**config.mk**
```make
export PLATFORM = sky130hd
export DESIGN_NAME = modular_exponentiation
export DESIGN_NICKNAME = d
export VERILOG_FILES = /design/src/hdl/modexp_pkg.sv /design/src/hdl/modexp_datapath.sv /design/src/hdl/modexp_control.sv /design/src/hdl/modular_exponentiation.sv
export SDC_FILE = /design/constraint.sdc
export NUM_CORES = 1
export LEC_CHECK = 0
export ABC_AREA = 1
export BUFFER_PORTS_ARGS = -buffer_cell sky130_fd_sc_hd__buf_2
export CAP_MARGIN = 20
export CORE_MARGIN = 10
export CORE_UTILIZATION = 57
export CTS_CLUSTER_DIAMETER = 150
export DETAILED_ROUTE_END_ITERATION = 6
export PLACE_DENSITY = 0.77
export SLEW_MARGIN = 20
export SYNTH_ARGS = -nofsm -noshare
export SYNTH_HDL_FRONTEND = slang
export SYNTH_SLANG_ARGS = --single-unit
```
**constraint.sdc**
```tcl
create_clock -name clock -period 4.4 [get_ports clock]
set_clock_uncertainty 0.1 [all_clocks]
set_input_delay 0.88 -clock clock [delete_from_list [all_inputs] [get_ports clock]]
set_output_delay 0.88 -clock clock [all_outputs]
set_load 0.02 [all_outputs]
```
**src/hdl/modexp_pkg.sv**
```systemverilog
package modexp_pkg;
   localparam int OPERAND_WIDTH = 32;
   localparam int CNT_W = $clog2(OPERAND_WIDTH + 1);

   localparam logic CMD_POWER   = 1'b0;
   localparam logic CMD_INVERSE = 1'b1;

   // controller -> datapath
   typedef struct packed {
      logic load;       // capture operands
      logic red_base;   // one restoring step of base %= mod
      logic mul_init;   // start a modular multiply
      logic mul_step;   // one shift-add step
      logic mul_sq;     // 1: square base, 0: acc *= base
      logic mul_done;   // write back product
      logic exp_shift;  // drop exponent lsb
   } dp_cmd_type;

   // datapath -> controller
   typedef struct packed {
      logic mod_zero;
      logic exp_zero;
      logic exp_lsb;
      logic red_last;
      logic mul_last;
   } dp_sts_type;
endpackage

```
**src/hdl/modexp_datapath.sv**
```systemverilog
module modexp_datapath (
   input  logic                                 clock,
   input  logic                                 req_cmd,
   input  logic [modexp_pkg::OPERAND_WIDTH-1:0] req_base_value,
   input  logic [modexp_pkg::OPERAND_WIDTH-1:0] req_exponent_value,
   input  logic [modexp_pkg::OPERAND_WIDTH-1:0] req_modulus_value,
   input  modexp_pkg::dp_cmd_type               cmd,
   output modexp_pkg::dp_sts_type               sts,
   output logic [modexp_pkg::OPERAND_WIDTH-1:0] acc_value
);
   localparam int W = modexp_pkg::OPERAND_WIDTH;
   localparam int CW = modexp_pkg::CNT_W;

   logic [W-1:0] mod_ff, base_ff, exp_ff, acc_ff, x_ff, y_ff, p_ff;
   logic [W-1:0] mod_in, base_in, exp_in, acc_in, x_in, y_in, p_in;
   logic [W:0]   rem_ff, rem_in;          // partial remainder for base reduction
   logic [CW-1:0] cnt_ff, cnt_in;

   // (a + b) mod m for a, b < m
   function automatic logic [W-1:0] add_mod(input logic [W-1:0] a, b, m);
      logic [W-1:0] gap;
      gap = m - b;
      return (a >= gap) ? a - gap : a + b;
   endfunction

   logic [W:0] rem_sh;
   always_comb begin
      mod_in = mod_ff; base_in = base_ff; exp_in = exp_ff; acc_in = acc_ff;
      x_in = x_ff; y_in = y_ff; p_in = p_ff; rem_in = rem_ff; cnt_in = cnt_ff;
      rem_sh = {rem_ff[W-1:0], base_ff[W-1]};
      if (cmd.load) begin
         mod_in = req_modulus_value;
         base_in = req_base_value;
         acc_in = {{(W-1){1'b0}}, 1'b1};
         rem_in = '0;
         cnt_in = '0;
         if (req_cmd == modexp_pkg::CMD_INVERSE)
            exp_in = (req_modulus_value < W'(2)) ? '0 : req_modulus_value - W'(2);
         else
            exp_in = req_exponent_value;
      end
      if (cmd.red_base) begin
         // restoring division: shift a base bit into the remainder
         if (rem_sh >= {1'b0, mod_ff}) rem_in = rem_sh - {1'b0, mod_ff};
         else rem_in = rem_sh;
         base_in = {base_ff[W-2:0], 1'b0};
         cnt_in = cnt_ff + CW'(1);
         if (cnt_ff == CW'(W - 1)) base_in = rem_in[W-1:0];
      end
      if (cmd.mul_init) begin
         x_in = base_ff;
         y_in = cmd.mul_sq ? base_ff : acc_ff;
         p_in = '0;
         cnt_in = '0;
      end
      if (cmd.mul_step) begin
         if (y_ff[0]) p_in = add_mod(p_ff, x_ff, mod_ff);
         x_in = add_mod(x_ff, x_ff, mod_ff);
         y_in = y_ff >> 1;
         cnt_in = cnt_ff + CW'(1);
      end
      if (cmd.mul_done) begin
         if (cmd.mul_sq) base_in = p_ff;
         else acc_in = p_ff;
      end
      if (cmd.exp_shift) exp_in = exp_ff >> 1;
   end

   always_ff @(posedge clock) begin
      mod_ff <= mod_in; base_ff <= base_in; exp_ff <= exp_in; acc_ff <= acc_in;
      x_ff <= x_in; y_ff <= y_in; p_ff <= p_in; rem_ff <= rem_in; cnt_ff <= cnt_in;
   end

   assign sts.mod_zero = (mod_ff == '0);
   assign sts.exp_zero = (exp_ff == '0);
   assign sts.exp_lsb  = exp_ff[0];
   assign sts.red_last = (cnt_ff == CW'(W - 1));
   // multiply ends once the multiplier runs out of ones
   assign sts.mul_last = (y_ff == '0);
   assign acc_value = acc_ff;
endmodule

```
**src/hdl/modexp_control.sv**
```systemverilog
module modexp_control (
   input  logic                   clock,
   input  logic                   reset,
   input  logic                   start,
   output logic                   busy,
   input  modexp_pkg::dp_sts_type sts,
   output modexp_pkg::dp_cmd_type cmd,
   output logic                   done,
   output logic                   err
);
   typedef enum logic [6:0] {
      S_IDLE  = 7'b0000001,
      S_CHECK = 7'b0000010,
      S_RED   = 7'b0000100,
      S_LOOP  = 7'b0001000,
      S_MUL   = 7'b0010000,
      S_SQ    = 7'b0100000,
      S_OUT   = 7'b1000000
   } state_type;

   state_type state_ff, state_in;
   logic sq_ff, sq_in, init_ff, init_in, err_ff, err_in;

   always_comb begin
      state_in = state_ff; sq_in = sq_ff; init_in = init_ff; err_in = err_ff;
      cmd = '0;
      cmd.mul_sq = sq_ff;
      done = 1'b0;
      unique case (state_ff)
         S_IDLE: begin
            if (start) begin
               cmd.load = 1'b1;
               state_in = S_CHECK;
            end
         end
         S_CHECK: begin
            err_in = sts.mod_zero;
            state_in = sts.mod_zero ? S_OUT : S_RED;
         end
         S_RED: begin
            cmd.red_base = 1'b1;
            if (sts.red_last) state_in = S_LOOP;
         end
         S_LOOP: begin
            if (sts.exp_zero) state_in = S_OUT;
            else begin
               cmd.mul_init = 1'b1;
               cmd.mul_sq = ~sts.exp_lsb;
               sq_in = ~sts.exp_lsb;
               state_in = sts.exp_lsb ? S_MUL : S_SQ;
            end
         end
         S_MUL, S_SQ: begin
            if (init_ff) begin
               // square setup after a multiply has written acc
               cmd.mul_init = 1'b1;
               init_in = 1'b0;
            end else if (sts.mul_last) begin
               cmd.mul_done = 1'b1;
               if (state_ff == S_MUL) begin
                  sq_in = 1'b1;
                  init_in = 1'b1;
                  state_in = S_SQ;
               end else begin
                  cmd.exp_shift = 1'b1;
                  state_in = S_LOOP;
               end
            end else cmd.mul_step = 1'b1;
         end
         S_OUT: begin
            done = 1'b1;
            state_in = S_IDLE;
         end
         default: state_in = S_IDLE;
      endcase
   end

   always_ff @(posedge clock) begin
      if (reset) begin
         state_ff <= S_IDLE; sq_ff <= 1'b0; init_ff <= 1'b0; err_ff <= 1'b0;
      end else begin
         state_ff <= state_in; sq_ff <= sq_in; init_ff <= init_in; err_ff <= err_in;
      end
   end

   assign busy = (state_ff != S_IDLE);
   assign err = err_ff;
endmodule

```
**src/hdl/modular_exponentiation.sv**
```systemverilog
// Channel   | Handshake              | Payload
// request   | start & !busy          | req_cmd, req_base_value, req_exponent_value,
//           |                        | req_modulus_value
// response  | rsp_valid (one cycle)  | rsp_result_value, rsp_error_flag
//
// One word at a time; busy is high from the edge after accept through the strobe.
// Busy phases: a check, WIDTH base reduction steps, then per exponent bit a loop
// state, for a set bit a multiply and a square setup, and then a square; after
// that a final loop state and the output. A zero modulus goes from the check
// straight to the output.
// Synchronous reset returns the controller to idle; the receiver cannot stall.
module modular_exponentiation (
   input  logic                                 clock,
   input  logic                                 reset,
   input  logic                                 start,
   output logic                                 busy,
   input  logic                                 req_cmd,
   input  logic [modexp_pkg::OPERAND_WIDTH-1:0] req_base_value,
   input  logic [modexp_pkg::OPERAND_WIDTH-1:0] req_exponent_value,
   input  logic [modexp_pkg::OPERAND_WIDTH-1:0] req_modulus_value,
   output logic                                 rsp_valid,
   output logic [modexp_pkg::OPERAND_WIDTH-1:0] rsp_result_value,
   output logic                                 rsp_error_flag
);
   modexp_pkg::dp_cmd_type cmd;
   modexp_pkg::dp_sts_type sts;
   logic [modexp_pkg::OPERAND_WIDTH-1:0] acc_value;
   logic done, err;

   modexp_control u_ctrl (
      .clock(clock), .reset(reset), .start(start), .busy(busy),
      .sts(sts), .cmd(cmd), .done(done), .err(err)
   );

   modexp_datapath u_dp (
      .clock(clock), .req_cmd(req_cmd), .req_base_value(req_base_value),
      .req_exponent_value(req_exponent_value), .req_modulus_value(req_modulus_value),
      .cmd(cmd), .sts(sts), .acc_value(acc_value)
   );

   // zero modulus forces a zero result with the error flag
   assign rsp_valid        = done;
   assign rsp_error_flag   = err;
   assign rsp_result_value = err ? '0 : acc_value;
endmodule

```
Word level (Yosys, flattened, before mapping)
Cells that the tools add are included.
{"block": "totals", "latchBits": 0, "n_memories": 0, "output_inout_bits": 35, "romBits": 0, "reg_bits": 272, "word_cells": 115, "ram_bits": 0, "input_bits": 100}
{"block": "classes", "n_div": 0, "order_cmp": 4, "reduce_logical": 11, "n_mux": 62, "n_eq_ne": 14, "bitwise_logic": 1, "n_addsub": 8, "n_shift": 0, "mul": 0}
{"op": "32-bit two-way mux", "n": 22}
{"op": "32-bit subtractor", "n": 4}
{"op": "31-bit two-way mux", "n": 4}
{"op": "32-bit zero test", "n": 3}
{"op": "32-bit adder", "n": 2}
{"op": "32-bit greater-or-equal comparator", "n": 2}
{"op": "7-bit two-way mux", "n": 6}
{"op": "6-bit two-way mux", "n": 6}
{"op": "7-bit case mux with 5 select lines", "n": 1}
{"op": "33-bit by 32-bit greater-or-equal comparator with 1-bit output", "n": 1}
{"op": "32-bit by 2-bit less-than comparator with 1-bit output (second input constant)", "n": 1}
{"op": "32-bit by 2-bit subtractor with 32-bit output (second input constant)", "n": 1}
{"op": "1-bit two-way mux", "n": 18}
{"op": "2-bit != test (second input constant)", "n": 4}
{"op": "4-bit AND reduction", "n": 2}
{"op": "2-bit nonzero test", "n": 4}
{"op": "7-bit by 1-bit == test with 1-bit output (second input constant)", "n": 1}
{"op": "7-bit by 2-bit == test with 1-bit output (second input constant)", "n": 1}
{"op": "7-bit by 3-bit == test with 1-bit output (second input constant)", "n": 1}
{"op": "7-bit by 4-bit == test with 1-bit output (second input constant)", "n": 1}
{"op": "7-bit by 5-bit == test with 1-bit output (second input constant)", "n": 1}
{"op": "7-bit by 6-bit == test with 1-bit output (second input constant)", "n": 1}
{"op": "7-bit == test (second input constant)", "n": 1}
{"op": "7-bit by 1-bit != test with 1-bit output (second input constant)", "n": 1}
{"op": "8 further kinds", "n": 11}

Logic depth before layout (Yosys ltp)
{"block": "depth", "word_depth": 6, "ltp_mapped": 31, "ltp_nobuf": 30}

Cells and area by module
A second synthesis with hierarchy kept.
{"block": "unflattened", "cells_unflattened": 3382, "area_unflattened_um2": 22985.8}
{"mod": "modexp_datapath", "cells_per_inst": 3229, "area_each_um2": 22117.5, "seq_area_each_um2": 6886.6, "n_inst": 1}
{"mod": "modexp_control", "cells_per_inst": 86, "area_each_um2": 594.3, "seq_area_each_um2": 200.2, "n_inst": 1}
{"mod": "modular_exponentiation", "cells_per_inst": 67, "area_each_um2": 274.0, "seq_area_each_um2": 0.0, "n_inst": 1}

Worst setup path after synthesis
No wires, ideal clock.
{"block": "synth_path", "kind": "register to register", "startpoint": "register u_ctrl.state_ff[6]", "endpoint": "register u_dp.rem_ff[0], enable pin", "t_arrival_ns": 4.028, "required_ns": 3.911, "path_slack_ns": -0.118, "synth_period_minus_slack_ns": 4.518, "n_path_buf": 3, "setup_time_ns": 0.389, "path_stages_with_launch": 11, "path_cell_list": "dfxtp_1 -> nor3_2 -> inv_1 -> nor4_1 -> inv_1 -> nor2_1 -> inv_1 -> clkbuf_1 -> clkbuf_1 -> buf_1 -> nand2_1"}
{"element": "start, declared", "line_no": "modexp_control.sv:21", "rtl": "state_type state_ff, state_in;"}
{"element": "start signal, assigned", "line_no": "modexp_control.sv:82", "rtl": "state_ff <= state_in; sq_ff <= sq_in; init_ff <= init_in; err_ff <= err_in;"}
{"element": "end signal, assigned", "line_no": "modexp_datapath.sv:71", "rtl": "x_ff <= x_in; y_ff <= y_in; p_ff <= p_in; rem_ff <= rem_in; cnt_ff <= cnt_in;"}
{"element": "end, declared", "line_no": "modexp_datapath.sv:16", "rtl": "logic [W:0] rem_ff, rem_in;"}

Final worst setup path
{"block": "layout_path", "startpoint": "register u_dp.x_ff[5]", "endpoint": "register u_dp.x_ff[25], data pin"}
{"block": "layout_via", "elab_chain_len": 4, "word_cells_on_any_way": 6, "cone_classes": "add/sub (3); order compare (1); mux (2)"}
{"element": "start, declared", "line_no": "modexp_datapath.sv:14", "rtl": "logic [W-1:0] mod_ff, base_ff, exp_ff, acc_ff, x_ff, y_ff, p_ff;"}
{"element": "start signal, assigned", "line_no": "modexp_datapath.sv:71"}
{"element": "32-bit subtractor", "line_no": "modexp_datapath.sv:22", "rtl": "gap = m - b;"}
{"element": "32-bit subtractor / 32-bit greater-or-equal comparator (equally long branches)", "line_no": "modexp_datapath.sv:23", "rtl": "return (a >= gap) ? a - gap : a + b;"}
{"element": "32-bit two-way mux (*)", "line_no": "modexp_datapath.sv:23"}
{"element": "32-bit two-way mux (*)", "line_no": "modexp_datapath.sv:56", "rtl": "if (cmd.mul_step) begin"}
{"element": "via u_dp.x_in[25]", "line_no": "modexp_datapath.sv:15", "rtl": "logic [W-1:0] mod_in, base_in, exp_in, acc_in, x_in, y_in, p_in;"}
The timed path passes the listed nets; every way through them passes the cells marked *.
A chain may end at the register's enable or synchronous reset.

==> flow_summary.yaml <==
run_status:
  outcome: "finished, final reports clean"
pwr:
  combPwrFrac_pct: 58.4
  power_density_nw_per_um2: 600
  cellInternalPower_w: 0.00867
  p_leak_nw: 13.2
  p_clk_share_pct: 17.1
  seq_power_share_pct: 24.6
  irDropWorstVdd_mv: 0.425
  swShare_pct: 47.1
  p_sw_w: 0.00772
cts:
  path_clk_slew_ps: 60
  cts_hold_buf: 0
  tritoncts: "yes"
  cts.path.max_buffers: 3
  worstSkewPairLatency_ps: 590
  cts_buffers: 34
  cts_sinks: 272
  h-tree-depth: 2
  root_buffer: "clkbuf_16"
worst_setup_path:
  crit_type: "flop to flop"
  cp.depth: 27
  required_ps: 4610
  crit_family: "simple AND/OR/NAND/NOR gates"
  start_kind: "flop"
  reg2regPathDepth: 27
  r2r-end: "u_dp.x_ff[25]$_DFFE_PP_"
  path_buf_inv: 6
  cp-end-kind: "flop"
  crit_path_frequent_cell: "nand2_1"
  r2r_slack_ps: 30
  cp-endpoint: "u_dp.x_ff[25]$_DFFE_PP_"
  cp_slowest_cell: "edfxtp_1"
  cpPeakStageDelay_ps: 420
  crit_start: "u_dp.x_ff[5]$_DFFE_PP_"
  r2r-start: "u_dp.x_ff[5]$_DFFE_PP_"
  cp_max_fo: 4
  arrival_ps: 4590
sta:
  finalCritPeriodShare_pct: 99.4
  max_slew_margin_pct: 33.1
  worst-slew-pin-transition_ps: 1000
  timing.hold.ws_ps: 365
  fmax_mhz: 229
  rsz0062_at_grt: "true"
  slew_viol_final: 0
  fin_crit_ps: 4370
  hold_viol_final: 0
  finalSetupViolCount: 0
detailed_routing:
  first_pass_iters: 6
  drtIter0Drc: 2809
  wl_per_cell_um: 20.8
  antenna_left: 0
  vias: 24300
  wirelength_mm: 83.8
  vias_per_cell: 6.03
  route.detailed.drc: 0
synthesis:
  synth_top_area_share_pct: 21.9
  synth-seq-cells: 272
  synth-xor-area-share_pct: 6.05
  synth_seq_area_share_pct: 31.6
  synth_top_family_by_area: "simple AND/OR/NAND/NOR gates"
  avgSynthCellArea_um2: 7.06
  syn_inst: 3180
  synth_ff_type: "edfxtp_1"
  syn_area_um2: 22400
  synth_cell_types: 59
  synth.net_count: 3442
  synth.area.top_cells: "edfxtp_1 (22%), nand2_1 (10%), dfxtp_1 (9.6%)"
  synth_edf_count: 164
  synth_top_area_cell: "edfxtp_1"
  synthAdderAreaFrac_pct: 9.20
  synth_simple_gate_area_share_pct: 27.3
  synth-compound-area-share_pct: 16.4
  synth_mux_area_share_pct: 0
  synth-async-reset-ratio_pct: 0
  ys_warn_count: 0
placed_design:
  dp.cells: 3925
  portBuffers: 134
  routabilityCongestion: 1.00
  dp.final_hpwl_mm: 64.6
global_routing:
  grt_max_degree: 64
  antenna_found_initial: 1
  grt_first_pass_wirelength_mm: 124
  grt_usage_pct: 33.0
  grt_pass1_vias: 22400
  grt.overflow.total: 0
floorplanning:
  rows: 72
  initial_core_util_pct: 57.8
  core_area_um2: 38800
  die-area_um2: 47700
  die_h_um: 218
  ioPinCount: 135
  die_x_um: 218
cells_and_area:
  area_growth_pct: 21.7
  diodes: 0
  final_cells: 4025
  nets: 3743
  drive_above_1_share_pct: 19.1
job:
  cap_viol_max_count: 0
worst_hold_path:
  hp-class: "flop to flop"
==> worst register-to-register path: stages (launching register included) <==
cell      delay (ps)
edfxtp_1         420
inv_2            110
ha_4             210
buf_4            150
nand2_2           90
inv_1             50
nand2_1           90
nand2_2           70
nand2_2           80
nand3_4          120
inv_2             70
o21bai_1          80
a31oi_1          200
xor2_1           270
ha_1             310
buf_4            170
nand2_1          120
buf_4            140
o21ai_0          100
a21oi_1          210
nand3_2          160
nand3_1          180
nand3_4          140
nand2_1          120
a21o_1           110
nand3_1           80
nand3_1           80
nand2_1           60
==> cell type report <==
class | instances | area (um^2)
Timing Repair Buffer | 364 | 2610
Sequential cell | 272 | 7090
Clock buffer | 41 | 928
Multi-Input combinational cell | 2365 | 14200
Fill cell | 3255 | 11500
Inverter | 444 | 1670
Clock inverter | 21 | 174
Tap cell | 518 | 648
==> logic make-up (layout without fill, tap and decap cells) <==
kind of cell	count (synthesis)	after routing
flops	272	272
xor+xnor	155	155
buf+inv	544	870
compound gates	663	663
fa+ha+maj	162	162
simple gates	1384	1385
==> worst min-delay path by stage <==
stage | from | endpoint | cells after the start | slack, ps
floorplan | u_dp.acc_value[10]$_DFF_P_ | u_dp.acc_value[10]$_DFF_P_ | 2 | 340
global placement | u_dp.acc_value[29]$_DFF_P_ | u_dp.acc_value[29]$_DFF_P_ | 2 | 350
detailed placement | u_dp.acc_value[21]$_DFF_P_ | u_dp.acc_value[21]$_DFF_P_ | 2 | 360
CTS | u_dp.acc_value[21]$_DFF_P_ | u_dp.acc_value[21]$_DFF_P_ | 2 | 370
global route | u_dp.acc_value[15]$_DFF_P_ | u_dp.acc_value[15]$_DFF_P_ | 2 | 380
finish | u_dp.acc_value[16]$_DFF_P_ | u_dp.acc_value[16]$_DFF_P_ | 2 | 360
==> cell usage after synthesis, types with 3 or more instances <==
| cell | count |
|---|---|
| a221oi_1 | 21 |
| o21ai_1 | 32 |
| xor2_1 | 86 |
| dfxtp_1 | 108 |
| o21ai_0 | 164 |
| o211ai_1 | 11 |
| nand2_1 | 602 |
| nor2_2 | 5 |
| nand3_2 | 11 |
| nand4_1 | 46 |
| a211oi_1 | 13 |
| nor3_2 | 6 |
| o22ai_1 | 6 |
| nor4_1 | 29 |
| clkbuf_1 | 60 |
| o21bai_1 | 17 |
| a21boi_0 | 4 |
| xnor2_1 | 69 |
| nand2_2 | 16 |
| o21a_1 | 9 |
| buf_2 | 21 |
| a21oi_2 | 4 |
| ha_1 | 157 |
| o31ai_1 | 3 |
| fa_1 | 5 |
| a31oi_1 | 16 |
| nor3_1 | 28 |
| edfxtp_1 | 164 |
| a21o_1 | 16 |
| a21oi_1 | 335 |
| nand3b_1 | 34 |
| nor2_4 | 4 |
| nand3_1 | 255 |
| nor2_1 | 337 |
| buf_1 | 9 |
| inv_2 | 8 |
| inv_1 | 435 |
| buf_6 | 8 |
==> routing by layer <==
metal | up-vias | track usage, % | wire (um)
met2 | 1346 | 51.2 | 36800
li1 | 11300 | - | -
met5 | - | 0 | 17
met1 | 11300 | 43.1 | 34300
met3 | 266 | 6.45 | 7910
met4 | 2 | 16.2 | 4810
==> layout by cell type (no fill, tap or decap), types with 81 or more instances in the layout <==
cell and n:
buf_2 134, o21ai_0 151, nor2_1 314, inv_1 421, edfxtp_1 164, a21oi_1 316
nand3_1 231, buf_4 207, ha_1 136, nand2_1 555, xor2_1 81, dfxtp_1 108
==> power groups by stage <==
stage | Combinational, W | Clock, W | Sequential (W)
2_1_floorplan | 0.00583 | 0 | 0.00366
3_3_place_gp | 0.00813 | 0 | 0.00402
3_5_place_dp | 0.00823 | 0 | 0.00403
4_1_cts | 0.00834 | 0.00280 | 0.00398
5_1_grt | 0.0104 | 0.00290 | 0.00404
6_report | 0.00957 | 0.00280 | 0.00403
==> registers in the layout, indices dropped and copies added, names as in the netlist, 6 cells and up <==
signal and cells:
u_dp.mod_ff 32, u_dp.p_ff 32, u_ctrl.state_ff 7, u_dp.x_ff 32
u_dp.base_ff 32, u_dp.exp_ff 32, u_dp.rem_ff 32, u_dp.acc_value 32
u_dp.cnt_ff 6, u_dp.y_ff 32
==> timing repair <==
action / in CTS / in global routing
cloned: 0 / 8
buffers inserted: 3 / 27
endpoints found under the setup margin: 64 / 64
gates resized for setup: 11 / 213
pin swaps: 1 / 71
==> per-stage QoR <==
step                      utilization, %  setup TNS, ps  worst slack (ps)  instance area, um^2  total power, W
final                               70.4              0              25.3                27300          0.0164
after global routing                70.4          -8000              -176                27300          0.0174
after CTS                           67.0              0              3.22                26000          0.0151
after detailed placement            64.0         -11810              -297                24800          0.0123
after global placement              64.0          -3500              -152                24800          0.0121
after floorplan                        -              0              67.0                22400         0.00950
No activity file was read; power rests on OpenSTA's default activity.
